File: config.mk
export PLATFORM = sky130hd
export DESIGN_NAME = bptc_cfg_regs
export DESIGN_NICKNAME = d
export VERILOG_FILES = /design/src/design/baro_pressure_temp_compensation_top_assert.svh /design/src/design/bptc_pkg.sv /design/src/design/bptc_cfg_regs.sv
export SDC_FILE = /design/constraint.sdc
export NUM_CORES = 1
export LEC_CHECK = 0
export BUFFER_PORTS_ARGS = -buffer_cell sky130_fd_sc_hd__buf_2
export CAP_MARGIN = 20
export CORE_ASPECT_RATIO = 0.5
export CORE_MARGIN = 5
export CORE_UTILIZATION = 35
export CTS_CLUSTER_SIZE = 20
export DETAILED_ROUTE_END_ITERATION = 16
export PLACE_DENSITY = 0.71
export SLEW_MARGIN = 20
export SYNTH_ARGS = -nofsm -noshare
export SYNTH_HDL_FRONTEND = slang
export SYNTH_SLANG_ARGS = --single-unit
File: constraint.sdc
create_clock -name clk -period 0.8 [get_ports clk]
set_input_delay 0 -clock clk [delete_from_list [all_inputs] [get_ports clk]]
set_output_delay 0 -clock clk [all_outputs]
set_load 0.1 [all_outputs]
File: src/design/baro_pressure_temp_compensation_top_assert.svh
// Assertion macros for the compensation pipeline. Every macro samples on the
// rising edge of clk and is disabled while rst_n is low.
`ifndef BARO_PRESSURE_TEMP_COMPENSATION_TOP_ASSERT_SVH
`define BARO_PRESSURE_TEMP_COMPENSATION_TOP_ASSERT_SVH

// The consequent must hold in the same cycle as the antecedent.
`define BPTC_ASSERT_SAME(label, ante, cons, msg) \
    label: assert property (@(posedge clk) disable iff (!rst_n) (ante) |-> (cons)) \
        else $error(msg);

// The consequent must hold in the cycle after the antecedent.
`define BPTC_ASSERT_NEXT(label, ante, cons, msg) \
    label: assert property (@(posedge clk) disable iff (!rst_n) (ante) |=> (cons)) \
        else $error(msg);

`endif

File: src/design/bptc_pkg.sv
`timescale 1ns / 1ps

package bptc_pkg;

    // Number of register stages from the input beat to the result register.
    localparam int STAGES = 10;

    localparam int CFG_IDX_W  = 3;
    localparam int CFG_DATA_W = 16;

    localparam logic [CFG_IDX_W-1:0] REG_SENS_BASE   = 3'd0;
    localparam logic [CFG_IDX_W-1:0] REG_OFF_BASE    = 3'd1;
    localparam logic [CFG_IDX_W-1:0] REG_SENS_TEMPCO = 3'd2;
    localparam logic [CFG_IDX_W-1:0] REG_OFF_TEMPCO  = 3'd3;
    localparam logic [CFG_IDX_W-1:0] REG_REF_TEMP    = 3'd4;
    localparam logic [CFG_IDX_W-1:0] REG_TEMP_SENS   = 3'd5;
    localparam logic [CFG_IDX_W-1:0] REG_SO_ENABLE   = 3'd6;

    // Reference temperature of 20.00 C and the distance from it to -15.00 C.
    localparam logic signed [19:0] TEMP_BASE = 20'sd2000;
    localparam logic signed [19:0] COLD_SPAN = 20'sd3500;
    localparam logic signed [18:0] COLD_LO   = -19'sd3500;

    typedef struct packed {
        logic [23:0] raw_pressure;
        logic [23:0] raw_temperature;
    } sample_t;

    typedef struct packed {
        logic signed [31:0] temperature;
        logic signed [31:0] pressure;
    } result_t;

    typedef struct packed {
        logic [15:0] sens_base;
        logic [15:0] off_base;
        logic [15:0] sens_tempco;
        logic [15:0] off_tempco;
        logic [15:0] ref_temp;
        logic [15:0] temp_sens;
        logic        second_order_enable;
    } coef_t;

    function automatic logic signed [31:0] sat32(input logic signed [63:0] v);
        logic signed [31:0] r;
        if (v > 64'sd2147483647)
        begin
            r = 32'sh7FFF_FFFF;
        end
        else if (v < -64'sd2147483648)
        begin
            r = 32'sh8000_0000;
        end
        else
        begin
            r = v[31:0];
        end
        return r;
    endfunction

endpackage

File: src/design/bptc_cfg_regs.sv
`timescale 1ns / 1ps

module bptc_cfg_regs (
    input  logic                                clk,
    input  logic                                rst_n,
    input  logic                                cfg_we,
    input  logic [bptc_pkg::CFG_IDX_W-1:0]      cfg_index,
    input  logic [bptc_pkg::CFG_DATA_W-1:0]     cfg_data,
    output bptc_pkg::coef_t                     coef
);
    import bptc_pkg::*;

    coef_t coef_reg;
    coef_t coef_next;

    // Writes to an index past the last register are dropped.
    always_comb
    begin
        coef_next = coef_reg;
        if (cfg_we)
        begin
            case (cfg_index)
                REG_SENS_BASE:   coef_next.sens_base           = cfg_data;
                REG_OFF_BASE:    coef_next.off_base            = cfg_data;
                REG_SENS_TEMPCO: coef_next.sens_tempco         = cfg_data;
                REG_OFF_TEMPCO:  coef_next.off_tempco          = cfg_data;
                REG_REF_TEMP:    coef_next.ref_temp            = cfg_data;
                REG_TEMP_SENS:   coef_next.temp_sens           = cfg_data;
                REG_SO_ENABLE:   coef_next.second_order_enable = cfg_data[0];
                default:         coef_next = coef_reg;
            endcase
        end
    end

    always_ff @(posedge clk or negedge rst_n)
    begin
        if (!rst_n)
        begin
            coef_reg <= '0;
        end
        else
        begin
            coef_reg <= coef_next;
        end
    end

    assign coef = coef_reg;

endmodule

==> flow_metrics.py <==
metrics = {
    "grt": {
        "grt_max_degree": 30,
        "grt_pass1_vias": 3454,
        "antenna_found_initial": 0,
        "grt_use_total_pct": 22.7,
        "grt_pass1_wl_mm": 22.1,
        "grt_overflow": 0,
    },
    "drt": {
        "wl_mm": 16.3,
        "routedWlPerCell_um": 25.0,
        "route.detailed.drc": 0,
        "drtAntennaViolNets": 0,
        "first_iter_violations": 162,
        "vias": 3161,
        "dr.pass1.iters": 4,
        "viasPerCell": 4.86,
    },
    "synthesis": {
        "syn_nets": 233,
        "synth_common_cells": "dfrtp_1 (97), mux2_2 (97), buf_6 (6)",
        "synth_edf_count": 0,
        "ys_types": 10,
        "netlist_area_mm2": 0.00373,
        "yosys_register_bits": 97,
        "yosysWarningCount": 0,
        "synthTopCellsByArea": "dfrtp_1 (65%), mux2_2 (29%), buf_6 (1.8%)",
        "synth_flop_cell": "dfrtp_1",
        "async_reset_ff_share_pct": 100,
        "ys_seq_area_share_pct": 65.1,
        "synth.top_cell.area_share_pct": 65.1,
        "yosysTopAreaCell": "dfrtp_1",
        "avgSynthCellArea_um2": 17.7,
        "synthCells": 211,
    },
    "timing": {
        "clock-skew-final_ns": 0,
        "fin_ws_ns": -0.354,
        "hold_viol_final": 0,
        "rsz0062_at_grt": "true",
        "fin_tns_setup_ns": -39.85,
        "max_slew.worst_pin.slew_ns": 0.313,
        "fmax_mhz": 867,
        "setup_violations": 192,
        "final.min_clock_period_ns": 1.15,
        "slew_viol_final": 0,
        "final.period_utilization_pct": 144,
        "maxSlewHeadroom_pct": 79.1,
    },
    "setup_path": {
        "endpoint_kind": "output port",
        "path_cells": "buf_6, buf_12",
        "crit_type": "register to output port",
        "start_kind": "register",
        "critPathSlowestCell": "dfrtp_4",
        "r2r_start": "coef[82]",
        "required_ns": 0.80,
        "rrSetupSlack_ns": -0.22,
        "worstReg2RegEnd": "coef[82]",
        "crit_arrival_ns": 1.15,
        "r2r_cells": 2,
        "cpPeakStageDelay_ns": 0.51,
        "cp_max_fo": 2,
    },
    "die": {
        "die_x_um": 156,
        "die_h_um": 83.0,
        "ios": 119,
        "die_area_mm2": 0.0129,
        "start_util_pct": 36.1,
        "rows": 26,
        "core_area_mm2": 0.0103,
    },
    "place": {
        "port_buffers": 118,
        "place_hpwl_mm": 8.37,
        "place_inst": 571,
        "place_congestion": 0.787,
        "place_area_mm2": 0.00732,
    },
    "outcome": {
        "status": "finished, violations left",
        "violations": "setup timing",
    },
    "clock_tree": {
        "cts.sinks": 97,
        "cts_tree": "done",
        "clk_pin_slew_ns": 0.07,
        "cts_inserted_buffers": 9,
        "htree_levels": 3,
        "root_buffer": "clkbuf_16",
        "clk_latency_ns": 0.35,
        "cts_buffer_depth": 2,
    },
    "power_and_ir_drop": {
        "ir_drop_uv": 2030,
        "p_leak_nw": 4.02,
        "p_total_mw": 32.2,
        "p_per_area_mw_per_mm2": 3650,
    },
    "finish": {
        "finalNonFillerCells": 651,
        "area_growth_pct": 137,
        "fin_nets": 528,
        "antenna_cells": 0,
        "fin_area_mm2": 0.00882,
        "drive_gt1_share_pct": 96.1,
        "largest_reg_flops": 97,
    },
    "min_path": {
        "whs_endpoint": "coef[0]",
        "hold_path.class": "primary input to register",
        "hold_depth": 3,
        "hp-start": "cfg_we",
    },
    "run": {
        "max_cap_viol_count": 0,
    },
}
==> logic make-up after synthesis <==
group                  count (synthesis)  synth area share [%]
and+or+nand+nor                        7                  2.69
buffers and inverters                 10                  2.89
muxes                                 97                  29.3
DFF                                   97                  65.1
==> report_power, final <==
group / total, mW / leakage, nW / internal, mW / switching (mW)
Sequential: 7.68 / 1.06 / 6.54 / 1.14
Clock: 5.11 / 0.167 / 3.08 / 2.03
Combinational: 19.4 / 2.79 / 8.56 / 10.8
==> layout by cell type, fill, tap and decap left out <==
cell type and n:
nand4b_1 1, nand4b_4 2, buf_6 145, dfrtp_2 31, and4bb_2 2, clkbuf_1 1, clkinv_4 3, nor4b_4 1
dfrtp_4 66, buf_4 8, dlygate4sd3_1 17, mux2_4 78, mux2_2 19, buf_2 18, and4bb_1 1, clkbuf_16 10
bufinv_16 3, buf_12 105
==> metal layers <==
metal	track usage [%]	wire length (um)	up-vias
met2	38.3	8330	113
met1	29.3	6860	1676
met5	0	0	-
met4	6.99	399	0
li1	-	-	1341
met3	4.78	718	31
==> stage by stage <==
stage                     setup WS (ns)  utilization (%)  hold slack [ns]
after floorplan                  -0.357                -           -0.296
after global placement           -0.343             71.0          -0.0995
after detailed placement         -0.430             71.0          -0.0965
after CTS                        -0.336             82.4           0.0783
after global routing             -0.372             85.5            0.115
final                            -0.354             85.5            0.101
==> worst max-delay path: cells and delay by family, from the launching register on <==
family                 cells  cell delay (ns)
buffers and inverters      2             0.28
flip-flops                 1             0.51
==> area by class of cell <==
class	instances	area (um2)
flip-flops and latches	97	2710
clock buffers	10	229
clock inverters	6	116
multi-input cells	104	1500
well taps	140	175
repair buffers	294	4080
fillers	392	1500
==> repair_timing <==
action / 4_1_cts / 5_1_grt
hold buffers: 17 / 0
gates resized for setup: 123 / 60
hold endpoints to repair: 192 / 0
pin swaps: 0 / 1
endpoints found under the setup margin: 170 / 194
setup buffers: 27 / 37
cloned: 0 / 1
==> how the worst max path moves through the flow <==
stage | startpoint | to | slack (ns)
CTS | coef[80] | coef[80] | -0.34
finish | coef[41] | coef[41] | -0.35
global route | coef[82] | coef[82] | -0.37
floorplan | cfg_index[0] | coef[81] | -0.36
global placement | cfg_index[1] | coef[87] | -0.34
detailed placement | cfg_index[1] | coef[87] | -0.43
Power figures use the tool's default switching activity.
